`src/rtl/stuffed_frame_receiver_defines.svh`:
```
// ----------------------------------------------------------------------------
// Stuffed frame receiver assertion macros
// Concurrent check helpers; they compile away when SYNTHESIS is defined.
// ----------------------------------------------------------------------------
`ifndef STUFFED_FRAME_RECEIVER_DEFINES_SVH
`define STUFFED_FRAME_RECEIVER_DEFINES_SVH

`ifndef SYNTHESIS
// expr must never hold
`define SFR_ASSERT_NEVER(lbl, expr) \
    lbl: assert property (@(posedge i_clk) disable iff (!i_rst_n) !(expr)) \
        else $error("sfr check failed: never");
// ante implies cons in the same cycle
`define SFR_ASSERT_IMPLIES(lbl, ante, cons) \
    lbl: assert property (@(posedge i_clk) disable iff (!i_rst_n) (ante) |-> (cons)) \
        else $error("sfr check failed: implies");
// ante implies cons in the next cycle
`define SFR_ASSERT_NEXT(lbl, ante, cons) \
    lbl: assert property (@(posedge i_clk) disable iff (!i_rst_n) (ante) |=> (cons)) \
        else $error("sfr check failed: next");
`else
`define SFR_ASSERT_NEVER(lbl, expr)
`define SFR_ASSERT_IMPLIES(lbl, ante, cons)
`define SFR_ASSERT_NEXT(lbl, ante, cons)
`endif

`endif

```
`src/rtl/sfr_pkg.sv`:
```
// ----------------------------------------------------------------------------
// Stuffed frame receiver package
// Field widths, item kinds, framing constants and the result beat layout.
// ----------------------------------------------------------------------------
`default_nettype none

package sfr_pkg;

    // field widths
    localparam int KIND_W     = 2;
    localparam int BYTE_W     = 8;
    localparam int INDEX_W    = 5;
    localparam int FILL_W     = 5;
    localparam int CMP_W      = BYTE_W + 1;   // holds length + 1 and any pointer
    localparam int IN_DATA_W  = 16;
    localparam int OUT_DATA_W = 16;

    // item kinds
    localparam logic [KIND_W-1:0] KIND_BYTE    = 2'd0;
    localparam logic [KIND_W-1:0] KIND_READ    = 2'd1;
    localparam logic [KIND_W-1:0] KIND_RELEASE = 2'd2;
    localparam logic [KIND_W-1:0] KIND_UNUSED  = 2'd3;

    // framing
    localparam logic [BYTE_W-1:0] FLAG_BYTE = 8'h7F;
    localparam logic [CMP_W-1:0]  MIN_FILL  = 9'd2;

    // result beat, lowest bit last
    typedef struct packed {
        logic                pad;
        logic                byte_dropped;
        logic [BYTE_W-1:0]   read_data;
        logic [FILL_W-1:0]   fill_position;
        logic                frame_ready;
    } t_result;

endpackage

`default_nettype wire

```
`src/rtl/sfr_ram.sv`:
```
// ----------------------------------------------------------------------------
// Generic single-write, single-read RAM
// One write port and one read port with registered read data.
// ----------------------------------------------------------------------------
`default_nettype none

module sfr_ram #(
    parameter int WIDTH = 8,
    parameter int DEPTH = 32
) (
    input  wire logic                     i_clk,
    input  wire logic                     i_we,
    input  wire logic [$clog2(DEPTH)-1:0] i_waddr,
    input  wire logic [WIDTH-1:0]         i_wdata,
    input  wire logic                     i_re,
    input  wire logic [$clog2(DEPTH)-1:0] i_raddr,
    output logic      [WIDTH-1:0]         o_rdata
);

    logic [WIDTH-1:0] r_mem [DEPTH];

    // write port
    always_ff @(posedge i_clk) begin
        if (i_we) begin
            r_mem[i_waddr] <= i_wdata;
        end
    end

    // registered read, holds while not enabled
    always_ff @(posedge i_clk) begin
        if (i_re) begin
            o_rdata <= r_mem[i_raddr];
        end
    end

endmodule

`default_nettype wire

```
`src/rtl/stuffed_frame_receiver.sv`:
```
// ----------------------------------------------------------------------------
// Stuffed frame receiver
// Byte-stuffed frame receiver with a length byte and a readable buffer.
// ----------------------------------------------------------------------------
// Pipeline: an input beat passes the decode stage, then the output register.
// Throughput: one beat per cycle while the result side is not stalled; the
//   buffer RAM port and the pointer/escape update loop set that figure.
// Reset: synchronous, active low; clears pointer, escape, frame flag, length
//   byte, buffer valid bits and the valid bits of both pipeline stages at once, no sweep.
`default_nettype none

`include "stuffed_frame_receiver_defines.svh"

module stuffed_frame_receiver #(
    parameter int BUFFER_DEPTH = 32
) (
    input  wire logic                           i_clk,
    input  wire logic                           i_rst_n,
    input  wire logic                           i_s_tvalid,
    output logic                                o_s_tready,
    // rx_byte[7:0], read_index[12:8], zero[15:13]
    input  wire logic [sfr_pkg::IN_DATA_W-1:0]  i_s_tdata,
    // kind[1:0]
    input  wire logic [sfr_pkg::KIND_W-1:0]     i_s_tuser,
    output logic                                o_m_tvalid,
    input  wire logic                           i_m_tready,
    // frame_ready[0], fill_position[5:1], read_data[13:6], byte_dropped[14], zero[15]
    output logic      [sfr_pkg::OUT_DATA_W-1:0] o_m_tdata
);

    import sfr_pkg::*;

    localparam int AW = $clog2(BUFFER_DEPTH);

    // state
    logic                r_esc;
    logic [AW-1:0]       r_ptr;
    logic                r_flag;
    logic [BYTE_W-1:0]   r_len;
    logic [BUFFER_DEPTH-1:0] r_valid;

    // pipeline
    logic                r_a_valid;
    logic                r_a_ready;
    logic [FILL_W-1:0]   r_a_fill;
    logic                r_a_rd_ok;
    logic                r_a_dropped;
    logic                r_o_valid;
    t_result             r_o_data;

    // next values
    logic                n_esc;
    logic [AW-1:0]       n_ptr;
    logic                n_flag;
    logic [BYTE_W-1:0]   n_len;

    logic [KIND_W-1:0]   kind;
    logic [BYTE_W-1:0]   rx_byte;
    logic [INDEX_W-1:0]  read_index;
    logic                acc;
    logic                take;
    logic                restart;
    logic                store;
    logic [AW-1:0]       wr_addr;
    logic [AW:0]         ptr_inc;
    logic [AW-1:0]       ptr_adv;
    logic [CMP_W-1:0]    n_ptr_ext;
    logic                hit;
    logic [CMP_W-1:0]    idx_ext;
    logic                rd_in;
    logic [AW-1:0]       rd_addr;
    logic                rd_ok;
    logic                is_read;
    logic                a_move;
    logic [BYTE_W-1:0]   ram_q;
    t_result             res;

    // field unpacking and handshake
    assign kind       = i_s_tuser;
    assign rx_byte    = i_s_tdata[BYTE_W-1:0];
    assign read_index = i_s_tdata[BYTE_W+INDEX_W-1:BYTE_W];
    assign a_move     = r_a_valid && (!r_o_valid || i_m_tready);
    assign o_s_tready = !r_a_valid || a_move;
    assign acc        = i_s_tvalid && o_s_tready;

    // byte decode: escape handling and write address
    assign take    = (kind == KIND_BYTE) && !r_flag;
    assign restart = r_esc && (rx_byte != FLAG_BYTE);
    assign store   = take && !(r_esc && (rx_byte == FLAG_BYTE));
    assign wr_addr = restart ? '0 : r_ptr;
    assign ptr_inc = {1'b0, wr_addr} + (AW+1)'(1);
    assign ptr_adv = (ptr_inc >= (AW+1)'(BUFFER_DEPTH)) ? '0 : ptr_inc[AW-1:0];

    // pointer, escape and length byte
    always_comb begin
        n_ptr = store ? ptr_adv : r_ptr;
        n_esc = take ? (!r_esc && (rx_byte == FLAG_BYTE)) : r_esc;
        n_len = (store && (wr_addr == '0)) ? rx_byte : r_len;
    end

    // completion check against the length byte
    assign n_ptr_ext = CMP_W'(n_ptr);
    assign hit = (n_ptr_ext > MIN_FILL) && (n_ptr_ext == ({1'b0, n_len} + CMP_W'(1)));

    // frame flag
    always_comb begin
        unique case (kind)
            KIND_BYTE:    n_flag = r_flag || hit;
            KIND_READ:    n_flag = r_flag;
            KIND_RELEASE: n_flag = 1'b0;
            KIND_UNUSED:  n_flag = r_flag;
            default:      n_flag = r_flag;
        endcase
    end

    // buffer read decode
    assign is_read = (kind == KIND_READ);
    assign idx_ext = CMP_W'(read_index);
    assign rd_in   = idx_ext < CMP_W'(BUFFER_DEPTH);
    assign rd_addr = idx_ext[AW-1:0];
    assign rd_ok   = is_read && rd_in && r_valid[rd_addr];

    sfr_ram #(
        .WIDTH (BYTE_W),
        .DEPTH (BUFFER_DEPTH)
    ) u_store (
        .i_clk   (i_clk),
        .i_we    (acc && store),
        .i_waddr (wr_addr),
        .i_wdata (rx_byte),
        .i_re    (acc && is_read && rd_in),
        .i_raddr (rd_addr),
        .o_rdata (ram_q)
    );

    // state update on accepted beats
    always_ff @(posedge i_clk) begin
        if (!i_rst_n) begin
            r_esc   <= 1'b0;
            r_ptr   <= '0;
            r_flag  <= 1'b0;
            r_len   <= '0;
            r_valid <= '0;
        end else if (acc) begin
            r_esc  <= n_esc;
            r_ptr  <= n_ptr;
            r_flag <= n_flag;
            r_len  <= n_len;
            if (store) begin
                r_valid[wr_addr] <= 1'b1;
            end
        end
    end

    // decode stage
    always_ff @(posedge i_clk) begin
        if (!i_rst_n) begin
            r_a_valid <= 1'b0;
        end else if (o_s_tready) begin
            r_a_valid <= i_s_tvalid;
        end
    end

    always_ff @(posedge i_clk) begin
        if (acc) begin
            r_a_ready   <= n_flag;
            r_a_fill    <= n_ptr_ext[FILL_W-1:0];
            r_a_rd_ok   <= rd_ok;
            r_a_dropped <= (kind == KIND_BYTE) && r_flag;
        end
    end

    // result beat assembly
    always_comb begin
        res               = '0;
        res.frame_ready   = r_a_ready;
        res.fill_position = r_a_fill;
        res.read_data     = r_a_rd_ok ? ram_q : '0;
        res.byte_dropped  = r_a_dropped;
    end

    // output register
    always_ff @(posedge i_clk) begin
        if (!i_rst_n) begin
            r_o_valid <= 1'b0;
        end else if (!r_o_valid || i_m_tready) begin
            r_o_valid <= r_a_valid;
        end
    end

    always_ff @(posedge i_clk) begin
        if (a_move) begin
            r_o_data <= res;
        end
    end

    assign o_m_tvalid = r_o_valid;
    assign o_m_tdata  = r_o_data;

    // checks
    `SFR_ASSERT_NEXT(release_clears_flag, acc && (kind == KIND_RELEASE), !r_flag)
    `SFR_ASSERT_IMPLIES(flag_needs_fill, r_flag, CMP_W'(r_ptr) > MIN_FILL)
    `SFR_ASSERT_NEXT(dropped_keeps_ptr, acc && (kind == KIND_BYTE) && r_flag, $stable(r_ptr))

endmodule

`default_nettype wire
```
`config.mk`:
```
export PLATFORM = sky130hd
export DESIGN_NAME = stuffed_frame_receiver
export DESIGN_NICKNAME = d
export VERILOG_FILES = /design/src/rtl/sfr_pkg.sv /design/src/rtl/sfr_ram.sv /design/src/rtl/stuffed_frame_receiver.sv
export VERILOG_INCLUDE_DIRS = /design/src /design/src/rtl
export SDC_FILE = /design/constraint.sdc
export NUM_CORES = 1
export LEC_CHECK = 0
export ABC_AREA = 1
export BUFFER_PORTS_ARGS = -buffer_cell sky130_fd_sc_hd__buf_2
export CORE_MARGIN = 4
export CORE_UTILIZATION = 36
export CTS_CLUSTER_DIAMETER = 80
export DETAILED_ROUTE_END_ITERATION = 12
export PLACE_DENSITY = 0.6
export SYNTH_ARGS = -nofsm -noshare
export SYNTH_HDL_FRONTEND = slang
export SYNTH_HIERARCHICAL = 1
export SYNTH_SLANG_ARGS = --single-unit
```
`constraint.sdc`:
```
create_clock -name i_clk -period 2.7 [get_ports i_clk]
set_input_delay 0.405 -clock i_clk [delete_from_list [all_inputs] [get_ports i_clk]]
set_output_delay 0.405 -clock i_clk [all_outputs]
set_load 0.1 [all_outputs]
```
---- Word-level counts from Yosys, hierarchy flattened ----
Memories as Yosys holds them, arrays and structs flattened. A register that Yosys moved wholly into a read port is not among the register bits.
Index checks and enable logic that the tools add are counted.
storage, ports and cells
  memories kept ........................... 1
  output and inout port bits .............. 18
  RAM bits ................................ 256
  flip-flop bits (word level) ............. 72
  word-level logic and storage cells ...... 71
cells by class
  reduce and logical (&&, ||, !) cells .... 29
  equality and inequality tests ........... 6
  bitwise operators ....................... 1
  magnitude comparators ................... 6
  multiplexer cells ....................... 11
  add/sub/neg operators ................... 2
memories
  name           depth  width  rd ports  clocked after Yosys merged registers in  wr ports  line           text
  u_store.r_mem  32     8      1         1                                        1         sfr_ram.sv:20  logic [WIDTH-1:0] r_mem [DEPTH];
operators with widths
  operator               count
  $or A32 B32 Y32        1
  $lt A5 B6 Y1 const B   3
  $logic_and A1 B1 Y1    16
  $mux W5                3
  $add A8 B1 Y9 const B  1
  $eq A5 B9 Y1           1
  $eq A8 B7 Y1 const B   1
  $mux W8                1
  $ne A8 B7 Y1 const B   1
  $add A5 B1 Y6 const B  1
  $ge A6 B6 Y1 const B   1
  $bmux W1 S5            1
  $demux W1 S5           1
  $ge A5 B1 Y1 const B   1
  $gt A5 B2 Y1 const B   1
  $logic_not A1 Y1       5
  $logic_not A5 Y1       1
  $eq A2 B2 Y1 const B   2
  $mux W1                4
  $reduce_and A2 Y1      2
  $logic_or A1 B1 Y1     3
  $pmux W1 S3            1
  $eq A2 B1 Y1 const B   1
  $logic_not A2 Y1       1
  $reduce_or A2 Y1       1

---- Longest topological paths before layout ----
Gate-level depths: netlist (run 1).
  depth after elaboration ................. 11
  gate-level depth with buffers ........... 28
  gate-level depth less buffers ........... 27

---- Cells and area by module ----
The synthesis (run 1) kept the hierarchy.
by module, submodules not included
  module                  cells an instance  area each (um^2)  instances  sequential area each (um^2)
  sfr_ram                 922                10866.7           1          7927.6
  stuffed_frame_receiver  464                3563.4            1          1671.6

---- Least setup slack after synthesis (run 1) ----
No wires, ideal clock.
  kind .................................... reg2reg
  start point ............................. register r_o_valid, in the netlist o_m_tvalid
  end point ............................... memory u_store.r_mem[11][0], enable pin
  path buffers ............................ 0
  arrival time ............................ 3103 ps
  stages on the path, launching flop included .. 8
  setup time .............................. 370 ps
  slack ................................... -773 ps
  clock period less this slack ............ 3473 ps
  cell sequence ........................... dfxtp_1 nand3_1 nand2_1 nor3_1 nand2_1 inv_1 nand3_1 nor2_1
on the way
  longest elaborated chain between the ends .. 8
ends and longest elaborated chain
  item                           line                           text
  from (decl)                    stuffed_frame_receiver.sv:48   logic r_o_valid;
  from (signal assigned)         stuffed_frame_receiver.sv:187  r_o_valid <= r_a_valid;
  $logic_not A1 Y1               stuffed_frame_receiver.sv:82   assign a_move = r_a_valid && (!r_o_valid || i_m_tready);
  $logic_or A1 B1 Y1             stuffed_frame_receiver.sv:82
  $logic_and A1 B1 Y1            stuffed_frame_receiver.sv:82
  $logic_or A1 B1 Y1             stuffed_frame_receiver.sv:83   assign o_s_tready = !r_a_valid || a_move;
  via o_s_tready                 stuffed_frame_receiver.sv:20   output logic o_s_tready,
  $logic_and A1 B1 Y1            stuffed_frame_receiver.sv:84   assign acc = i_s_tvalid && o_s_tready;
  $logic_and A1 B1 Y1            stuffed_frame_receiver.sv:128  .i_we (acc && store),
  $mux W1                        sfr_ram.sv:24                  if (i_we) begin
  $mux W1 (implied by the code)  sfr_ram.sv:25                  r_mem[i_waddr] <= i_wdata;
  to (decl)                      sfr_ram.sv:20
The timed path passes the listed nets, and every way through them passes these cells.

---- Final worst setup path (run 1) ----
  start point ............................. register r_esc
  end point ............................... register r_flag
on the way
  longest elaborated chain between the ends .. 10
  elaborated cells on any way between the ends .. 18
  those cells by class .................... add/sub: 2; order compare: 2; eq/ne: 1; mux: 5; reduce/logical: 8
ends and longest elaborated chain
  item                                                     line                                                        text
  from (decl)                                              stuffed_frame_receiver.sv:36                                logic r_esc;
  from (signal assigned)                                   stuffed_frame_receiver.sv:145                               r_esc <= n_esc;
  $logic_and A1 B1 Y1, on equally long branches            stuffed_frame_receiver.sv:88, stuffed_frame_receiver.sv:89
  $mux W5 or $logic_not A1 Y1 (tied branches)              stuffed_frame_receiver.sv:90, stuffed_frame_receiver.sv:89
  $logic_not A5 Y1 or $logic_and A1 B1 Y1 (tied branches)  stuffed_frame_receiver.sv:98, stuffed_frame_receiver.sv:89
  $logic_and A1 B1 Y1 (*)                                  stuffed_frame_receiver.sv:98                                n_len = (store && (wr_addr == '0)) ? rx_byte : r_len;
  $mux W8 (*)                                              stuffed_frame_receiver.sv:98
  via n_len[0]                                             stuffed_frame_receiver.sv:55                                logic [BYTE_W-1:0] n_len;
  $add A8 B1 Y9 (*)                                        stuffed_frame_receiver.sv:103                               assign hit = (n_ptr_ext > MIN_FILL) && (n_ptr_ext == ({1'b0, n_len} + CMP_W'(1)));
  $eq A5 B9 Y1 (*)                                         stuffed_frame_receiver.sv:103
  $logic_and A1 B1 Y1 (*)                                  stuffed_frame_receiver.sv:103
  $logic_or A1 B1 Y1 (*)                                   stuffed_frame_receiver.sv:108                               KIND_BYTE: n_flag = r_flag || hit;
  $pmux W1 S3 (*)                                          stuffed_frame_receiver.sv:107                               unique case (kind)
  to (signal assigned)                                     stuffed_frame_receiver.sv:147                               r_flag <= n_flag;
  to (decl)                                                stuffed_frame_receiver.sv:38                                logic r_flag;
Mark *: on every way through the listed nets, which the timed path passes. The rest lies on a longest branch.
A chain may end at the register's enable or synchronous reset.

==> metrics.yaml, run 1 <==
outcome: "complete, no violations"
mappedNetlistNets: 1413
detailedRoute.firstIterationViolations: 731
worst_ir_drop_on_vdd_mv: 0.4318
route.antenna.remaining_nets: 0
min_period_ps: 2413
finalWeightedCongestion: 0.8376
depth_of_the_worst_register_to_register_path: 20
timing.critical_path.cells: "buf_4 > nand3_1 > nand2_2 > nor2_4 > nand2_4 > nand2_1 > nand2_2 > ha_4 > inv_1 > nand2_1 > nand2_1 > nor2_1 > nand3_1 > nor2_1 > nand2_1 > nor2_1 > nand4_1 > nand3_1 > nand2_1 > inv_1"
rsz0062_at_grt: "false"
cp_num_cells: 20
path_delay_family: "simple AND/OR/NAND/NOR gates"
synth_async_sr_flop_share_pct: 0
count_of_clock_tree_sinks: 336
final_cell_area_mm2: 0.01690
path_buf_inv: 3
avgSynthCellArea_um2: 10.41
first_global_vias: 9952
grt_first_pass_wirelength_um: 55760
synth_cell_type_count: 34
wl_per_cell_um: 17.08
dpl.hpwl_um: 22520
arrival_ps: 2900
timing.final.crit_share_pct: 89.36
clk_latency_ps: 530
antenna_cells: 0
finalNonFillerCells: 2054
detailed_place.area_mm2: 0.01575
grt_max_degree: 79
postRouteWirelength_um: 35080
fin_nets: 1529
timing_hold_violations_final: 0
timing.setup.critical_path_class: "flop to flop"
layout-area-overhead-vs-synth_pct: 17.12
layout_common_cells: "nand2_1, edfxtp_1, nand3_1"
detail_route.drc_violations: 0
worst_ep_required_time_ps: 3180
timing.max_slew.rel_slack_pct: 19.79
cp_max_fo: 7
max_clock_freq_mhz: 414.5
synth-seq-area-share_pct: 66.52
synthesized_cell_area_mm2: 0.01443
cts.path.max_buffers: 3
port-buffer-count: 35
synth-seq-cells: 336
number_of_placement_rows: 73
gr-total-overflow: 0
core-area_mm2: 0.03964
synth_cells: 1386
worst-slew-pin-transition_ps: 1194
cts_inserted_buffers: 37
clock-root-buffer: "clkbuf_16"
critPathMostFrequentCell: "nand2_1"
number_of_synthesized_flops_with_an_enable_pin: 287
cap_violations: 0
die_w_um: 208.2
total_power_mw: 11.48
dr_total_vias: 10143
grt.total_usage_pct: 16.15
total_count_of_max_transition_violations_in_the_final_report: 0
synthesis.yosys.warnings: 6
fin_worst_skew_ps: 15.83
fraction_of_layout_cells_with_a_size_suffix_above_1_pct: 16.02
first_pass_iters: 6
startpoint_type: "flop"
design.portCount: 40
die_h_um: 208.2
min_delay_path_depth: 4
ctsHtreeMaxLevel: 2
endpoint_kind_of_the_worst_setup_timing_path: "flop"
routed_via_density: 4.938
clk_pin_slew_worst_paths_ps: 60
timing.critical_path.slowest_cell_delay_ps: 330
standby_leakage_power_nw: 6.609
power.density_cell_area_mw_per_mm2: 679.4
hold_class: "input pin to flop"
most_common_flop_cell_mapped_by_yosys: "edfxtp_1"
grt_antenna_before_repair: 2
clock_tree_from_tritoncts: "done"
setup_viol_count_final: 0
timing.critical_path.slowest_stage_cell: "dfxtp_2"
initial_utilization_pct: 36.40
die_area_mm2: 0.04335
commonest_non_fill_non_tap_cell_in_the_layout: "nand2_1"
placed_cells: 1987
==> Yosys cell counts (5+ instances only) <==
master	count	area [um2]
nand2_2	10	62.56
inv_2	7	26.28
ha_1	5	62.56
nand2_1	447	1678
buf_4	5	37.54
nand3_1	224	1121
buf_6	28	315.3
nand2_4	5	56.30
o21ai_0	33	165.2
inv_1	62	232.7
clkbuf_1	16	60.06
a21oi_1	50	250.2
buf_2	16	80.08
dfxtp_1	49	980.9
nor2_1	104	390.4
edfxtp_1	287	8618
==> layer usage <==
metal | track usage [%] | part of all wire, % | vias up
met3 | 3.136 | 5.9 | 65
met2 | 26.29 | 47 | 264
met5 | 0 | 0.066 | -
li1 | - | - | 4953
met4 | 4.689 | 2.5 | 4
met1 | 22.17 | 44 | 4857
==> stage by stage <==
step	hold slack, ps	worst slack, ps	util, %	TNS (ps)
after floorplan	400.3	7.822	-	0
after global routing	185.9	23.02	42.64	0
final	175.5	287.2	42.64	0
after global placement	404.8	-341.4	39.72	-4896
after CTS	156.2	206.1	42.61	0
after detailed placement	405.4	-321.3	39.72	-6248
==> what timing repair did <==
| item | CTS | global route |
|---|---|---|
| buffers inserted | 0 | 1 |
| gates resized for setup | 0 | 2 |
| endpoints found under the setup margin | 0 | 2 |
| hold buffers | 0 | 0 |
==> power by group <==
part	switching [mW]	internal (mW)	leakage, nW
Combinational	0.718	0.303	3.05
Clock	2.03	2.72	0.559
Sequential	0.0293	5.69	3.00
==> cell families after synthesis <==
group	count (synthesis)	synth area share, %
fa+ha+maj	5	0.4335
simple gates	806	23.74
compound gates	99	3.789
flops	336	66.52
other cells	1	0.02599
xor+xnor	2	0.1214
buf+inv	137	5.367
==> state kept, by name (all words and copies together) (netlist names) <==
| name | count |
|---|---|
| r_a_fill | 5 |
| u_store/r_mem | 256 |
| r_a_rd_ok | 1 |
| r_valid | 32 |
| r_ptr | 5 |
| r_a_dropped | 1 |
| o_m_tvalid | 1 |
| r_a_ready | 1 |
| u_store/o_rdata | 8 |
| r_len | 8 |
| o_m_tdata | 15 |
| r_a_valid | 1 |
| r_flag | 1 |
| r_esc | 1 |
==> tightest hold or removal path: stages <==
cell and delay, ps:
buf_2 70, inv_1 70, nand2_1 60, a21oi_1 50
==> layout make-up <==
class | instances | area, um2
clock buffers | 43 | 978.4
clock inverters | 23 | 166.4
fillers | 3803 | 22740
inverters | 69 | 260.3
multi-input cells | 913 | 4121
flip-flops and latches | 336 | 9602
well taps | 525 | 656.9
repair buffers | 145 | 1116
==> path summary, 6_finish.rpt <==
kind / startpoint / end / slack, ps
worst max-delay path: r_esc / r_flag / 290
worst min register to register: r_a_dropped / o_m_tdata[14] / 420
worst max register to register: r_esc / r_flag / 290
worst min-delay path: i_m_tready / o_m_tvalid / 180
Power figures use the tool's default switching activity.
==> run 2, diff against run 1 <==
--- a/config.mk
+++ b/config.mk
@@ -12,7 +12,8 @@
 export CORE_UTILIZATION = 36
 export CTS_CLUSTER_DIAMETER = 80
 export DETAILED_ROUTE_END_ITERATION = 12
-export PLACE_DENSITY = 0.6
+export PLACE_DENSITY = 0.58
+export REMOVE_ABC_BUFFERS = 1
 export SYNTH_ARGS = -nofsm -noshare
 export SYNTH_HDL_FRONTEND = slang
 export SYNTH_HIERARCHICAL = 1
==> constraint.sdc (replaced) <==
create_clock -name i_clk -period 2.77 [get_ports i_clk]
set_input_delay 0.4155 -clock i_clk [delete_from_list [all_inputs] [get_ports i_clk]]
set_output_delay 0.4155 -clock i_clk [all_outputs]
set_load 0.1 [all_outputs]
==> run 2 against run 1 <==
  * Sequential cell count stayed put
  * Total power decreased by 0.80%
  * Via count rose by 0.18%
  * Clock-buffer cell count grew 3
  * Combinational power decreased by 6%
  * Global-route usage is 0.088 points higher
  * Core utilization shrank 0.29 points
  * Non-clock buffer count is 6 lower
  * Cell count fell by 0.19%
  * Setup slack gained 24 ps
  * Die area is the same
  * Largest cell class unchanged
  * Highest routed layer is now met4
==> metrics.yaml, run 2 (synthesis gave the netlist of run 1 again) <==
cts_inserted_buffers: 37
routed_via_density: 4.957
power.density_cell_area_mw_per_mm2: 678.6
clock_tree_from_tritoncts: "done"
total_count_of_max_transition_violations_in_the_final_report: 0
die_area_mm2: 0.04335
regMostFlops: "u_store/r_mem"
clk_pin_slew_worst_paths_ps: 60
outcome: "complete, no violations"
endpoint_kind_of_the_worst_setup_timing_path: "flop"
worst-slew-pin-transition_ps: 1181
gr-total-overflow: 0
finalWeightedCongestion: 0.8651
clock-root-buffer: "clkbuf_16"
max_clock_freq_mhz: 406.7
postRouteWirelength_um: 35580
route.met3.wl_um: 1866
final_cell_area_mm2: 0.01679
timing.max_slew.rel_slack_pct: 20.66
cts.path.max_buffers: 3
timing.final.crit_share_pct: 88.76
die_w_um: 208.2
first_global_vias: 9916
core-area_mm2: 0.03964
number_of_placement_rows: 73
route.antenna.remaining_nets: 0
antenna_cells: 0
detailedRoute.firstIterationViolations: 924
design.portCount: 40
depth_of_the_worst_register_to_register_path: 23
clk_latency_ps: 530
initial_utilization_pct: 36.40
largest_register_ff_count: 256
count_of_clock_tree_sinks: 336
ff_latch_area_mm2: 0.009600
timing.setup.critical_path_class: "flop to flop"
grt_antenna_before_repair: 0
grt_max_degree: 103
route.top_layer_used: "met4"
total_power_mw: 11.39
met2RoutedLength_um: 16440
standby_leakage_power_nw: 6.603
worst_ep_required_time_ps: 3240
layout-area-overhead-vs-synth_pct: 16.33
fraction_of_layout_cells_with_a_size_suffix_above_1_pct: 15.08
finalNonFillerCells: 2050
detail_route.drc_violations: 0
die_h_um: 208.2
fin_nets: 1523
startpoint_type: "flop"
min_delay_path_depth: 4
first_pass_iters: 6
final.fill_count: 3786
arrival_ps: 2930
dpl.hpwl_um: 22700
cp_max_fo: 5
detailed_place.area_mm2: 0.01555
timing_hold_violations_final: 0
min_period_ps: 2459
hold_ws_ps: 180.3
fin_worst_skew_ps: 18.17
port-buffer-count: 35
dr_total_vias: 10161
area_used_by_multi_input_combinational_logic_mm2: 0.004071
grt_first_pass_wirelength_um: 56190
layout_common_cells: "nand2_1, edfxtp_1, nand3_1"
commonest_non_fill_non_tap_cell_in_the_layout: "nand2_1"
grt.total_usage_pct: 16.24
drt-met1-wl_um: 16450
cap_violations: 0
setup_viol_count_final: 0
ctsHtreeMaxLevel: 2
placed_cells: 1981
worst_ir_drop_on_vdd_mv: 0.4212
hold_class: "input pin to flop"
wl_per_cell_um: 17.35
==> run 2: layout make-up <==
type                       count  share of cell area, %
multi-input combinational    913                  24.25
sequential                   336                  57.19
clock buffer                  46                  6.090
inverter                      69                  1.550
clock inverter                22                  1.140
timing repair buffer         139                  5.859
tap                          525                  3.913
==> run 2: where the power goes <==
part / total [mW] / internal (mW) / leakage [nW] / switching (mW)
clock: 4.86 / 2.91 / 0.598 / 1.95
combinational: 0.956 / 0.269 / 3.01 / 0.687
sequential: 5.57 / 5.55 / 3.00 / 0.0273
total: 11.4 / 8.72 / 6.60 / 2.67
==> run 2: worst paths after layout <==
kind / endpoint / slack [ps] / from
worst max-delay path: r_flag / 310 / r_esc
worst min-delay path: o_m_tvalid / 180 / i_m_tready
worst max register to register: r_flag / 310 / r_esc
worst min register to register: o_m_tdata[4] / 420 / r_a_fill[3]
==> run 2: metal layers <==
metal  vias to the layer above  global-route usage, %
met5                         -                      0
met4                         0                  4.621
met3                        45                  2.277
met2                       261                  26.00
met1                      4917                  23.27
li1                       4938                      -
==> run 2: what timing repair did <==
action | CTS | global route
endpoints found under the setup margin | 0 | 2
hold buffers | 0 | 0
gates resized for setup | 0 | 6
buffers inserted | 0 | 1
==> run 2: critical path, stage by stage, from the launching register on <==
cell     delay (ps)
dfxtp_2         380
nand2_4          70
inv_1            70
nor2_2           40
inv_1            70
ha_1            160
inv_2            50
nor2_4          170
nand2_4          80
nand2_1          90
nand2_2          50
ha_1            290
inv_1            40
nand2_1          50
nand2_1          40
nor2_1           80
nand3_1          80
nor2_1          110
nand2_1          70
nor2_2           90
nand4_1         100
nand3_1          90
nand2_1          60
inv_1            50
==> run 2: stage by stage <==
step | TNS [ps] | setup slack, ps | util (%)
after CTS | 0 | 186.5 | 42.29
after global routing | -1.413 | -1.413 | 42.35
after global placement | -592.9 | -323.7 | 39.22
final | 0 | 311.2 | 42.35
after detailed placement | -655.0 | -347.5 | 39.22
after floorplan | -267910 | -918.3 | -
==> run 3, diff against run 2 <==
--- a/config.mk
+++ b/config.mk
@@ -9,10 +9,10 @@
 export ABC_AREA = 1
 export BUFFER_PORTS_ARGS = -buffer_cell sky130_fd_sc_hd__buf_2
 export CORE_MARGIN = 4
-export CORE_UTILIZATION = 36
+export CORE_UTILIZATION = 62
 export CTS_CLUSTER_DIAMETER = 80
 export DETAILED_ROUTE_END_ITERATION = 12
-export PLACE_DENSITY = 0.58
+export PLACE_DENSITY = 0.86
 export REMOVE_ABC_BUFFERS = 1
 export SYNTH_ARGS = -nofsm -noshare
 export SYNTH_HDL_FRONTEND = slang
==> run 3 against run 2 <==
  * Via count grew 5.9%
  * Maximum frequency shrank 2.4%
  * Non-clock buffer count shrank 23
  * Total power shrank 4.2%
  * Sequential share of layout area grew 2.0 points
  * Final area shrank 3.3%
  * Sequential cell count is the same
  * First-iteration DRC count grew 60%
  * Sequential power is essentially flat
  * Highest routed layer unchanged
==> metrics.yaml, run 3 (synthesis gave the netlist of run 1 again) <==
setup_tns_ps: 0
depth_of_the_worst_register_to_register_path: 22
dpl.hpwl_um: 20800
standby_leakage_power_nw: 6.426
grt_max_degree: 94
cp_max_fo: 6
cap_violations: 0
min_delay_path_depth: 4
clk_pin_slew_worst_paths_ps: 60
critPathLaunch: "r_esc"
fin_worst_skew_ps: 16.69
number_of_placement_rows: 55
total_power_mw: 10.91
clock_tree_from_tritoncts: "done"
core-area_mm2: 0.02278
cts.path.max_buffers: 3
rsz0062_at_grt: "false"
layout_common_cells: "nand2_1, edfxtp_1, nand3_1"
cts_inserted_buffers: 34
setup_viol_count_final: 0
commonest_non_fill_non_tap_cell_in_the_layout: "nand2_1"
worst_ir_drop_on_vdd_mv: 0.6437
routed_via_density: 5.949
design.portCount: 40
crit_end: "r_flag"
route.met3.wl_um: 3379
grt.total_usage_pct: 26.23
count_of_clock_tree_sinks: 336
grt_first_pass_wirelength_um: 53800
dr_total_vias: 10761
worst-slew-pin-transition_ps: 1339
hold_class: "input pin to flop"
timing.setup.critical_path_class: "flop to flop"
fin_nets: 1497
wl_per_cell_um: 18.94
initial_utilization_pct: 63.35
power.density_cell_area_mw_per_mm2: 672.7
detailed_place.area_mm2: 0.01513
postRouteWirelength_um: 34260
port-buffer-count: 35
route.antenna.remaining_nets: 0
die_h_um: 160.6
endpoint_kind_of_the_worst_setup_timing_path: "flop"
met2RoutedLength_um: 16550
total_count_of_max_transition_violations_in_the_final_report: 0
timing_hold_violations_final: 0
detail_route.drc_violations: 0
first_global_vias: 10447
gr-total-overflow: 0
placed_cells: 1747
timing.final.crit_share_pct: 90.96
layout-area-overhead-vs-synth_pct: 12.43
detailedRoute.firstIterationViolations: 1480
r2r_setup_slack_ps: 250
worstReg2RegEnd: "r_flag"
finalNonFillerCells: 1809
outcome: "complete, no violations"
ctsHtreeMaxLevel: 2
final_cell_area_mm2: 0.01622
regToRegStartpoint: "r_esc"
clock-root-buffer: "clkbuf_16"
drt-met1-wl_um: 12860
arrival_ps: 2960
worst_ep_required_time_ps: 3210
min_period_ps: 2520
max_clock_freq_mhz: 396.9
timing.max_slew.rel_slack_pct: 10.03
postLayoutCoreUtil_pct: 71.23
first_pass_iters: 5
clk_latency_ps: 510
die_w_um: 160.6
fraction_of_layout_cells_with_a_size_suffix_above_1_pct: 13.38
die_area_mm2: 0.02578
regMostFlops: "u_store/r_mem"
route.top_layer_used: "met4"
finalWeightedCongestion: 0.8788
largest_register_ff_count: 256
grt_antenna_before_repair: 1
startpoint_type: "flop"
run 3: cell types whose count changed in the layout (fill, tap and decap cells not counted), sizes merged:
| cell | previous run | this run |
|---|---|---|
| clkinv | 15 | 18 |
| clkinvlp | 2 | 3 |
| inv | 71 | 69 |
| clkbuf | 46 | 37 |
| buf | 139 | 116 |
| diode | 0 | 1 |
run 3: worst min-delay path by stage:
stage / slack [ps] / startpoint / to
global placement: 400 / r_a_fill[3] / o_m_tdata[4]
CTS: 200 / i_m_tready / o_m_tvalid
global route: 250 / i_m_tready / o_m_tvalid
finish: 210 / i_m_tready / o_m_tvalid
detailed placement: 400 / r_a_fill[4] / o_m_tdata[5]
floorplan: 400 / r_a_ready / o_m_tdata[0]
run 3: report_power, final:
part	switching, mW	total [mW]	leakage [nW]	internal [mW]
Combinational	0.685	0.929	2.90	0.244
Clock	1.82	4.41	0.529	2.59
Sequential	0.0307	5.58	3.00	5.54
run 3: metal layers:
layer | global-route usage (%) | up-vias
met1 | 34.13 | 5057
met3 | 4.927 | 113
met5 | 0 | -
met2 | 43.21 | 701
li1 | - | 4890
met4 | 12.12 | 0
run 3: critical path: stages, from the launching register on:
cell	delay, ps
dfxtp_4	370
nand2_4	60
inv_1	60
nor2_2	40
inv_1	80
ha_1	170
inv_2	50
nor2_4	180
nand2_4	100
nand2_1	100
nand2_2	60
ha_1	300
nand2_1	90
nand2_1	50
nor2_1	80
nand3_1	80
nor2_1	100
nand2_1	60
nor2_1	100
nand4_1	110
nand3_1	80
nand2_1	60
inv_1	50
run 3: cell type report:
| cell class | instances | area (um2) |
|---|---|---|
| flip-flops and latches | 336 | 9603 |
| fillers | 1473 | 6554 |
| multi-input cells | 913 | 4064 |
| clock buffers | 37 | 883.3 |
| repair buffers | 116 | 823.3 |
| well taps | 313 | 391.6 |
| inverters | 69 | 260.3 |
| clock inverters | 24 | 196.4 |
| diodes | 1 | 2.502 |
run 3: per-stage QoR:
step           setup slack (ps)  hold WS (ps)
5_1_grt                  0.8120         250.3
3_3_place_gp             -199.1         402.3
4_1_cts                   150.9         197.5
2_1_floorplan            -918.3         400.3
6_report                  250.4         206.0
3_5_place_dp             -282.8         404.5
run 3: timing repair:
item / in CTS / in global routing
endpoints found under the setup margin: 0 / 2
resized for setup: 0 / 5
setup buffers: 0 / 0
endpoints found under the hold margin: 0 / 0
hold buffers: 0 / 0
